[src/rtl/core/tpsp_pkg.sv]
package tpsp_pkg;

    // Travel in encoder counts: floor(amount * scale / 256), fits 16 bits signed
    localparam int TRAVEL_W = 16;
    // Travel magnitude, at most 16384
    localparam int T_W = 15;
    // Distance magnitude, capped at 2^32
    localparam int MAG_W = 33;
    // Signed distance wide enough for three times the capped distance
    localparam int P_W = MAG_W + 3;
    // Three times the speed span magnitude
    localparam int K_W = 17;
    // Ramp numerator: K_W x MAG_W product
    localparam int NUM_W = K_W + MAG_W;
    // Signed speed sum before saturation
    localparam int S_W = NUM_W + 2;
    // Divider step counter
    localparam int CNT_W = $clog2(NUM_W);

    localparam logic [63:0] DIST_CAP = 64'h0000_0001_0000_0000;

    // Profile phases
    localparam logic [1:0] PH_IDLE   = 2'd0;
    localparam logic [1:0] PH_ACCEL  = 2'd1;
    localparam logic [1:0] PH_CRUISE = 2'd2;
    localparam logic [1:0] PH_DECEL  = 2'd3;

    // Register indexes
    localparam logic [1:0] REG_MIN_SPEED   = 2'd0;
    localparam logic [1:0] REG_MAX_SPEED   = 2'd1;
    localparam logic [1:0] REG_TURN_SCALE  = 2'd2;
    localparam logic [1:0] REG_DRIVE_SCALE = 2'd3;

    // Item kinds
    localparam logic ACT_START  = 1'b0;
    localparam logic ACT_SAMPLE = 1'b1;

endpackage

[src/rtl/core/tpsp_div.sv]
// Restoring divider, one quotient bit per cycle
module tpsp_div
    import tpsp_pkg::*;
(
    input  logic             clk,
    input  logic             rst_n,
    input  logic             start,
    input  logic [NUM_W-1:0] numer,
    input  logic [T_W-1:0]   denom,
    output logic             last,
    output logic [NUM_W-1:0] quot
);

    logic             busy_reg, busy_next;
    logic [CNT_W-1:0] cnt_reg, cnt_next;
    logic [T_W-1:0]   rem_reg, rem_next;
    logic [NUM_W-1:0] quo_reg, quo_next;
    logic [T_W-1:0]   den_reg, den_next;

    logic [T_W:0]     shifted;
    logic             ge;

    // one trial subtract
    assign shifted = {rem_reg, quo_reg[NUM_W-1]};
    assign ge      = shifted >= {1'b0, den_reg};
    assign last    = busy_reg && (cnt_reg == '0);
    assign quot    = quo_reg;

    always_comb
    begin
        busy_next = busy_reg;
        cnt_next  = cnt_reg;
        rem_next  = rem_reg;
        quo_next  = quo_reg;
        den_next  = den_reg;
        if (start)
        begin
            busy_next = 1'b1;
            cnt_next  = CNT_W'(NUM_W - 1);
            rem_next  = '0;
            quo_next  = numer;
            den_next  = denom;
        end
        else if (busy_reg)
        begin
            rem_next = ge ? T_W'(shifted - {1'b0, den_reg}) : shifted[T_W-1:0];
            quo_next = {quo_reg[NUM_W-2:0], ge};
            cnt_next = cnt_reg - CNT_W'(1);
            if (cnt_reg == '0)
            begin
                busy_next = 1'b0;
            end
        end
    end

    always_ff @(posedge clk or negedge rst_n)
    begin
        if (!rst_n)
        begin
            busy_reg <= 1'b0;
            cnt_reg  <= '0;
        end
        else
        begin
            busy_reg <= busy_next;
            cnt_reg  <= cnt_next;
        end
    end

    always_ff @(posedge clk)
    begin
        rem_reg <= rem_next;
        quo_reg <= quo_next;
        den_reg <= den_next;
    end

endmodule

[src/rtl/core/trapezoid_position_speed_profile_top.sv]
// Trapezoidal speed profile for a two-wheel base. A start item (action 0) turns
// a signed amount into a travel in encoder counts with the Q8.8 scale of its
// kind, latches the start position and answers with the first sample's speeds;
// each sample item (action 1) answers with left/right speeds, phase and done.
// One item is worked at a time and in_stall stays high until it is finished.
// Items on a ramp, a start with nonzero travel among them, go from one
// acceptance to the next through these steps: locate the position, multiply,
// divide bit-serially by the travel, add and saturate, hand off the result,
// and return to idle to take the next item. Cruise samples skip the multiply
// and divide; finished and idle items and zero-travel starts also skip the add
// and saturate. The hand-off waits while the output register holds a stalled
// result.
// A finished result waits in the output register while the next item is taken.
// Configuration writes are always ready and belong to idle periods.
module trapezoid_position_speed_profile_top
    import tpsp_pkg::*;
#(
    parameter int POSITION_WIDTH = 32,
    parameter int SPEED_WIDTH    = 16
)
(
    input  logic                          clk,
    input  logic                          rst_n,
    // configuration writes
    input  logic                          cfg_valid,
    output logic                          cfg_ready,
    input  logic [1:0]                    cfg_index,
    input  logic [15:0]                   cfg_data,
    // input items
    input  logic                          in_valid,
    output logic                          in_stall,
    input  logic                          action,
    input  logic                          move_kind,
    input  logic signed [7:0]             amount,
    input  logic signed [31:0]            encoder_count,
    // result items
    output logic                          out_valid,
    input  logic                          out_stall,
    output logic signed [SPEED_WIDTH-1:0] left_speed,
    output logic signed [SPEED_WIDTH-1:0] right_speed,
    output logic [1:0]                    phase,
    output logic                          done_res
);

    localparam int PW = POSITION_WIDTH;
    localparam int SW = SPEED_WIDTH;
    localparam logic signed [S_W-1:0] SMAX_S =
        $signed((S_W'(1) << (SW - 1)) - S_W'(1));
    localparam logic signed [S_W-1:0] SMIN_S = -SMAX_S - $signed(S_W'(1));
    localparam logic [SW-1:0] SMAX_W = SMAX_S[SW-1:0];
    localparam logic [SW-1:0] SMIN_W = SMIN_S[SW-1:0];

    typedef enum logic [5:0] {
        S_IDLE = 6'b000001,
        S_EVAL = 6'b000010,
        S_MUL  = 6'b000100,
        S_DIV  = 6'b001000,
        S_SAT  = 6'b010000,
        S_FIN  = 6'b100000
    } state_t;

    state_t state_reg, state_next;

    // configuration
    logic [14:0]        min_reg, min_next;
    logic [14:0]        max_reg, max_next;
    logic signed [15:0] tscale_reg, tscale_next;
    logic signed [15:0] dscale_reg, dscale_next;

    // move state
    logic [PW-1:0]             start_reg, start_next;
    logic signed [TRAVEL_W-1:0] travel_reg, travel_next;
    logic                      turning_reg, turning_next;
    logic                      moving_reg, moving_next;

    // per-item working registers
    logic [PW-1:0]   enc_reg, enc_next;
    logic [MAG_W-1:0] m_reg, m_next;
    logic [K_W-1:0]  k_reg, k_next;
    logic            ksign_reg, ksign_next;
    logic            cruise_reg, cruise_next;

    // finished result and output register
    logic [SW-1:0] res_left_reg, res_left_next;
    logic [SW-1:0] res_right_reg, res_right_next;
    logic [1:0]    res_phase_reg, res_phase_next;
    logic          res_done_reg, res_done_next;
    logic          out_valid_reg, out_valid_next;
    logic [SW-1:0] out_left_reg, out_left_next;
    logic [SW-1:0] out_right_reg, out_right_next;
    logic [1:0]    out_phase_reg, out_phase_next;
    logic          out_done_reg, out_done_next;

    logic in_take;
    logic out_free;

    // start decode
    logic signed [15:0]   scale_sel;
    logic signed [23:0]   prod;
    logic signed [63:0]   enc_ext;

    // position evaluation
    logic [PW-1:0]        diff;
    logic                 dneg;
    logic [PW-1:0]        a_full;
    logic [63:0]          a64;
    logic [MAG_W-1:0]     a_cap;
    logic                 neg;
    logic [TRAVEL_W-1:0]  t_wide;
    logic [T_W-1:0]       t_mag;
    logic signed [P_W-1:0] p_pos;
    logic signed [P_W-1:0] p_val;
    logic signed [P_W-1:0] p3;
    logic signed [P_W-1:0] t_s;
    logic signed [P_W-1:0] t_left;
    logic                 reached;
    logic                 in_first;
    logic                 in_middle;
    logic signed [15:0]   span;
    logic [15:0]          span_mag;
    logic [K_W-1:0]       k_c;

    // divider
    logic [NUM_W-1:0] numer;
    logic             div_last;
    logic [NUM_W-1:0] quot;

    // speed sum and saturation
    logic signed [S_W-1:0] base;
    logic signed [S_W-1:0] base_s;
    logic signed [S_W-1:0] q_s;
    logic signed [S_W-1:0] s_sum;
    logic signed [S_W-1:0] s_sat;
    logic [SW-1:0]         left_c;
    logic [SW-1:0]         right_c;

    assign cfg_ready   = 1'b1;
    assign in_stall    = (state_reg != S_IDLE);
    assign in_take     = in_valid && !in_stall;
    assign out_free    = !out_valid_reg || !out_stall;
    assign out_valid   = out_valid_reg;
    assign left_speed  = out_left_reg;
    assign right_speed = out_right_reg;
    assign phase       = out_phase_reg;
    assign done_res    = out_done_reg;

    // travel = floor(amount * scale / 256)
    assign scale_sel = move_kind ? dscale_reg : tscale_reg;
    assign prod      = 24'(amount * scale_sel);
    assign enc_ext   = 64'(encoder_count);

    // distance from start, capped magnitude, taken in travel direction
    assign diff    = enc_reg - start_reg;
    assign dneg    = diff[PW-1];
    assign a_full  = dneg ? (PW'(0) - diff) : diff;
    assign a64     = 64'(a_full);
    assign a_cap   = (a64 > DIST_CAP) ? DIST_CAP[MAG_W-1:0] : a64[MAG_W-1:0];
    assign neg     = travel_reg[TRAVEL_W-1];
    assign t_wide  = neg ? (TRAVEL_W'(0) - travel_reg) : travel_reg;
    assign t_mag   = t_wide[T_W-1:0];
    assign p_pos   = $signed({3'b000, a_cap});
    assign p_val   = (dneg ^ neg) ? -p_pos : p_pos;
    assign p3      = p_val + (p_val <<< 1);
    assign t_s     = $signed(P_W'(t_mag));
    assign t_left  = t_s - p_val;
    assign reached = p_val >= t_s;
    assign in_first  = p3 < t_s;
    assign in_middle = p3 < (t_s <<< 1);

    // 3 * (max - min)
    assign span     = $signed({1'b0, max_reg}) - $signed({1'b0, min_reg});
    assign span_mag = span[15] ? (16'd0 - span) : span;
    assign k_c      = K_W'(span_mag) + (K_W'(span_mag) << 1);

    assign numer = NUM_W'(k_reg) * NUM_W'(m_reg);

    tpsp_div u_div (
        .clk   (clk),
        .rst_n (rst_n),
        .start (state_reg == S_MUL),
        .numer (numer),
        .denom (t_mag),
        .last  (div_last),
        .quot  (quot)
    );

    // signed speed, direction applied, saturated
    assign base   = $signed(S_W'(cruise_reg ? max_reg : min_reg));
    assign base_s = neg ? -base : base;
    assign q_s    = $signed({2'b00, quot});
    assign s_sum  = cruise_reg ? base_s : (base_s + ((ksign_reg ^ neg) ? -q_s : q_s));
    assign s_sat  = (s_sum > SMAX_S) ? SMAX_S : ((s_sum < SMIN_S) ? SMIN_S : s_sum);
    assign left_c = s_sat[SW-1:0];
    assign right_c = turning_reg ? ((left_c == SMIN_W) ? SMAX_W : (SW'(0) - left_c))
                                 : left_c;

    // configuration writes
    always_comb
    begin
        min_next    = min_reg;
        max_next    = max_reg;
        tscale_next = tscale_reg;
        dscale_next = dscale_reg;
        if (cfg_valid && cfg_ready)
        begin
            unique case (cfg_index)
                REG_MIN_SPEED:   min_next    = cfg_data[14:0];
                REG_MAX_SPEED:   max_next    = cfg_data[14:0];
                REG_TURN_SCALE:  tscale_next = $signed(cfg_data);
                REG_DRIVE_SCALE: dscale_next = $signed(cfg_data);
                default:         min_next    = min_reg;
            endcase
        end
    end

    // sequencer
    always_comb
    begin
        state_next     = state_reg;
        start_next     = start_reg;
        travel_next    = travel_reg;
        turning_next   = turning_reg;
        moving_next    = moving_reg;
        enc_next       = enc_reg;
        m_next         = m_reg;
        k_next         = k_reg;
        ksign_next     = ksign_reg;
        cruise_next    = cruise_reg;
        res_left_next  = res_left_reg;
        res_right_next = res_right_reg;
        res_phase_next = res_phase_reg;
        res_done_next  = res_done_reg;
        out_valid_next = out_valid_reg && out_stall;
        out_left_next  = out_left_reg;
        out_right_next = out_right_reg;
        out_phase_next = out_phase_reg;
        out_done_next  = out_done_reg;

        unique case (state_reg)
            S_IDLE:
            begin
                if (in_take)
                begin
                    enc_next = enc_ext[PW-1:0];
                    if (action == ACT_START)
                    begin
                        start_next   = enc_ext[PW-1:0];
                        travel_next  = prod[23:8];
                        turning_next = !move_kind;
                        moving_next  = (prod[23:8] != '0);
                    end
                    state_next = S_EVAL;
                end
            end
            S_EVAL:
            begin
                cruise_next    = 1'b0;
                res_left_next  = '0;
                res_right_next = '0;
                res_phase_next = PH_IDLE;
                res_done_next  = 1'b1;
                k_next         = k_c;
                ksign_next     = span[15];
                if (!moving_reg)
                begin
                    state_next = S_FIN;
                end
                else if (reached)
                begin
                    moving_next = 1'b0;
                    state_next  = S_FIN;
                end
                else if (in_first)
                begin
                    res_done_next  = 1'b0;
                    res_phase_next = PH_ACCEL;
                    m_next         = a_cap;
                    state_next     = S_MUL;
                end
                else if (in_middle)
                begin
                    res_done_next  = 1'b0;
                    res_phase_next = PH_CRUISE;
                    cruise_next    = 1'b1;
                    state_next     = S_SAT;
                end
                else
                begin
                    res_done_next  = 1'b0;
                    res_phase_next = PH_DECEL;
                    m_next         = t_left[MAG_W-1:0];
                    state_next     = S_MUL;
                end
            end
            S_MUL:
            begin
                state_next = S_DIV;
            end
            S_DIV:
            begin
                if (div_last)
                begin
                    state_next = S_SAT;
                end
            end
            S_SAT:
            begin
                res_left_next  = left_c;
                res_right_next = right_c;
                state_next     = S_FIN;
            end
            S_FIN:
            begin
                if (out_free)
                begin
                    out_valid_next = 1'b1;
                    out_left_next  = res_left_reg;
                    out_right_next = res_right_reg;
                    out_phase_next = res_phase_reg;
                    out_done_next  = res_done_reg;
                    state_next     = S_IDLE;
                end
            end
            default:
            begin
                state_next = S_IDLE;
            end
        endcase
    end

    // control and state registers
    always_ff @(posedge clk or negedge rst_n)
    begin
        if (!rst_n)
        begin
            state_reg     <= S_IDLE;
            min_reg       <= 15'd2621;
            max_reg       <= 15'd16384;
            tscale_reg    <= -16'sd7698;
            dscale_reg    <= 16'sd17779;
            start_reg     <= '0;
            travel_reg    <= '0;
            turning_reg   <= 1'b0;
            moving_reg    <= 1'b0;
            out_valid_reg <= 1'b0;
        end
        else
        begin
            state_reg     <= state_next;
            min_reg       <= min_next;
            max_reg       <= max_next;
            tscale_reg    <= tscale_next;
            dscale_reg    <= dscale_next;
            start_reg     <= start_next;
            travel_reg    <= travel_next;
            turning_reg   <= turning_next;
            moving_reg    <= moving_next;
            out_valid_reg <= out_valid_next;
        end
    end

    // payload registers
    always_ff @(posedge clk)
    begin
        enc_reg       <= enc_next;
        m_reg         <= m_next;
        k_reg         <= k_next;
        ksign_reg     <= ksign_next;
        cruise_reg    <= cruise_next;
        res_left_reg  <= res_left_next;
        res_right_reg <= res_right_next;
        res_phase_reg <= res_phase_next;
        res_done_reg  <= res_done_next;
        out_left_reg  <= out_left_next;
        out_right_reg <= out_right_next;
        out_phase_reg <= out_phase_next;
        out_done_reg  <= out_done_next;
    end

endmodule

[config.mk]
export PLATFORM = sky130hd
export DESIGN_NAME = trapezoid_position_speed_profile_top
export DESIGN_NICKNAME = d
export VERILOG_FILES = /design/src/rtl/core/tpsp_pkg.sv /design/src/rtl/core/tpsp_div.sv /design/src/rtl/core/trapezoid_position_speed_profile_top.sv
export SDC_FILE = /design/constraint.sdc
export NUM_CORES = 2
export LEC_CHECK = 0
export BUFFER_PORTS_ARGS = -buffer_cell sky130_fd_sc_hd__buf_2
export CORE_ASPECT_RATIO = 1.75
export CORE_MARGIN = 4
export CORE_UTILIZATION = 60
export CTS_CLUSTER_SIZE = 14
export DETAILED_ROUTE_END_ITERATION = 16
export GPL_TIMING_DRIVEN = 0
export PLACE_DENSITY = 0.8
export SLEW_MARGIN = 20
export SYNTH_ARGS = -nofsm -noshare
export SYNTH_HDL_FRONTEND = slang
export SYNTH_HIERARCHICAL = 1
export SYNTH_SLANG_ARGS = --single-unit
[constraint.sdc]
create_clock -name clk -period 8.73 [get_ports clk]
set_clock_uncertainty 0.1 [all_clocks]
set_input_delay 0 -clock clk [delete_from_list [all_inputs] [get_ports clk]]
set_output_delay 0 -clock clk [all_outputs]
set_load 0.1 [all_outputs]
==> out/summary.json <==
{
  "outcome": {
    "run_status": "finished with violations",
    "failed_checks": "negative setup slack"
  },
  "floorplan": {
    "vertical_extent_of_the_die_um": 395,
    "floorplan.initialDensity": 0.608,
    "pin_count": 103,
    "fp.dieArea_um2": 90700,
    "fp-row-count": 141,
    "floorplan.core_area_um2": 84700,
    "die_width_um": 229
  },
  "clocking": {
    "tritoncts": "yes",
    "clock_pin_slew_of_the_registers_on_the_worst_case_setup_and_hold_paths_ns": 0.06,
    "tritoncts.num_buffers": 36,
    "buffer_cell_driving_the_clock_tree_root": "clkbuf_16",
    "cts.sinks": 360,
    "cts-htree-levels": 2,
    "insertion_delay_ns": 0.59,
    "ctsLongestPathBuffers": 3
  },
  "finish": {
    "final_net_count": 7163,
    "final_layout_size_suffix_gt1_frac": 0.163,
    "number_of_flip_flops_under_the_largest_register_name": 50,
    "seqCellArea_um2": 10100,
    "areaGrowthSynthToFinish_pct": 15.4,
    "fill_cells": 6334,
    "multiInputGateArea_um2": 39500,
    "finalNonFillerCells": 7212
  },
  "detailed_routing": {
    "met2RoutedLength_um": 83000,
    "highest_layer": "met5",
    "via_count": 44900,
    "route.detailed.vias_per_inst": 6.23,
    "route.detailed.wl_per_inst_um": 22.8,
    "detail-route-antenna-nets": 0,
    "met1Wirelength_um": 52100,
    "dr_wl_met3_um": 10900,
    "postRouteWirelength_um": 164000,
    "drc": 0,
    "dr.pass1.iters": 8,
    "drtIter0Drc": 3332
  },
  "worst_hold_path": {
    "min-delay-path-class": "input pin to register"
  },
  "place": {
    "place_congestion": 1.04,
    "post-place-cells": 6870,
    "count_of_input_and_output_buffers": 99,
    "detailed_place_hpwl_um": 125000,
    "dp_slack_ns": -3.10
  },
  "yosys": {
    "synth_compound_gate_area_share": 0.127,
    "avgSynthCellArea_um2": 9.04,
    "share_of_async_settable_or_async_resettable_flops_after_synthesis": 0.350,
    "synth_top_cell_area_share": 0.223,
    "synth_top_family_by_area": "adder cells",
    "synth-edff-count": 219,
    "post_synth_most_frequent_cells": "inv_1 (815), nand2_1 (711), fa_1 (572)",
    "post_synth_and_or_nand_nor_area_fraction": 0.165,
    "synth_area_leaders": "fa_1 (22%), edfxtp_1 (13%), ha_1 (10%)",
    "mappedNetlistArea_um2": 51400,
    "synth.yosys.seq_area_share": 0.196,
    "synth_xor_xnor_area_share": 0.0640,
    "flip_flop_cell_with_the_highest_count_after_synthesis": "edfxtp_1",
    "syn_nets": 6747,
    "synth.area.mux_share": 0.0474,
    "post-synth-top-count-cell": "inv_1",
    "synth.distinct_cells": 120,
    "synthesis.yosys.warnings": 6,
    "yosys.area_share.adder": 0.324,
    "yosysTopAreaCell": "fa_1",
    "synthesis.instances": 5694,
    "ys_ff_latch": 360
  },
  "sta": {
    "finalHoldWorstSlack_ns": 0.0349,
    "finalHoldViolCount": 0,
    "period_share": 1.02,
    "final_max_slew_viol_count": 0,
    "postLayoutSetupSlackWorst_ns": -0.157,
    "setup_viol_count_final": 52,
    "rsz_0062_raised_after_global_routing": "yes",
    "finalWorstPathRequiredPeriod_ns": 8.89,
    "timing.fmax_mhz": 113,
    "worst_slew_pin_slew_ns": 1.13,
    "max_slew_margin": 0.224
  },
  "worst_setup_path": {
    "critical_path_class": "register to register",
    "crit_path_max_incr_delay_ns": 0.42,
    "crit_path_start_kind": "register",
    "critical-path-top-delay-family": "compound AO/OA/AOI/OAI gates",
    "timing.critical_path.required_ns": 8.94,
    "cp_slowest_cell": "edfxtp_1",
    "timing.critical_path.buf_inv": 8,
    "crit_path_max_fanout": 10,
    "worst_setup_path_end_kind": "register",
    "cp_data_arrival_time_ns": 9.10,
    "cp_common_cell": "buf_4"
  },
  "global_route": {
    "first_global_vias": 46600,
    "grt_antenna_before_repair": 3,
    "grt_max_degree": 97,
    "globalRouteTotalUtil": 0.343,
    "grt_pass1_wl_um": 246000,
    "overall_overflow_remaining_after_global_route": 0
  },
  "flow_run": {
    "max_cap_check_violation_count": 0
  }
}
## metal layers
| metal | global-route usage | up-vias |
|---|---|---|
| met2 | 0.625 | 2219 |
| li1 | - | 19800 |
| met3 | 0.0487 | 941 |
| met4 | 0.282 | 2 |
| met1 | 0.343 | 21900 |
| met5 | 0 | - |
## stage by stage
stage                      util  setup TNS, ns  instance area (µm²)
after floorplan               -        -0.0459                51500
after global placement    0.630        -230.22                53300
after detailed placement  0.631        -238.98                53500
after CTS                 0.672              0                56900
after global routing      0.701         -15.55                59400
final                     0.701          -2.45                59400
## layout by cell type (no fill, tap or decap), drive strengths merged, types with 20 or more instances in the layout
cell           n
a211oi        44
o21a          52
o21bai        34
a21boi        20
nand3         75
or3           49
nor4          32
o31ai         44
or2           26
mux2i         69
nand2b        64
a21oi        265
buf          357
dfrtp         99
edfxtp       219
and3          27
and2         220
o211ai        24
a21o          86
xnor2        254
mux2         154
a31oi         32
nor2         266
xor2         114
nand4         34
dlygate4sd3   77
ha           416
inv          821
dfstp         27
fa           572
o21ai        214
clkbuf       202
nand2        711
nor3          75
nor2b         85
## repair_timing
item,CTS,global route
hold buffers,78,0
hold endpoints to repair,296,0
pin swaps,49,131
resized for setup,256,313
setup endpoints to repair,122,100
setup buffers,64,147
cloned,4,2
## worst register-to-register path: cells and delay by family (launching register included)
kind                       cells  cell delay (ns)
adders and majority gates      2             0.57
buffers and inverters          8             1.39
AOI/OAI and AO/OA             19             4.27
xor gates and xnor gates       2             0.50
and+or+nand+nor                6             1.02
DFF                            1             0.42
muxes                          1             0.37
## worst paths after layout
kind | startpoint | to | slack [ns] | cells past startpoint
max | enc_reg[8] | m_reg[4] | -0.16 | 38
min | encoder_count[22] | enc_reg[22] | 0.03 | 2
max reg2reg | enc_reg[8] | m_reg[4] | -0.16 | 38
min reg2reg | res_phase_reg[1] | phase[1] | 0.31 | 0
max in group asynchronous | rst_n | tscale_reg[3] | 7.61 | 4
min in group asynchronous | rst_n | start_reg[29] | 0.40 | 4
## final cells by class
cell class | count | share of cell area
antenna | 2 | 0.0000843
buffer | 190 | 0.0192
clock buffer | 53 | 0.0166
timing repair buffer | 394 | 0.0525
tap | 1072 | 0.0226
multi-input combinational | 4306 | 0.666
sequential | 360 | 0.169
inverter | 822 | 0.0521
clock inverter | 13 | 0.00192
## cells by family after synthesis
group,count (synthesis)
flops,360
fa+ha+maj,988
other cells,1
compound gates,981
simple gates,1741
mux,223
buf+inv,1032
xor+xnor,368
Power is left out: the tool's default activity adds up to more than one toggle a clock period on the data nets, which glitch-free logic cannot reach.
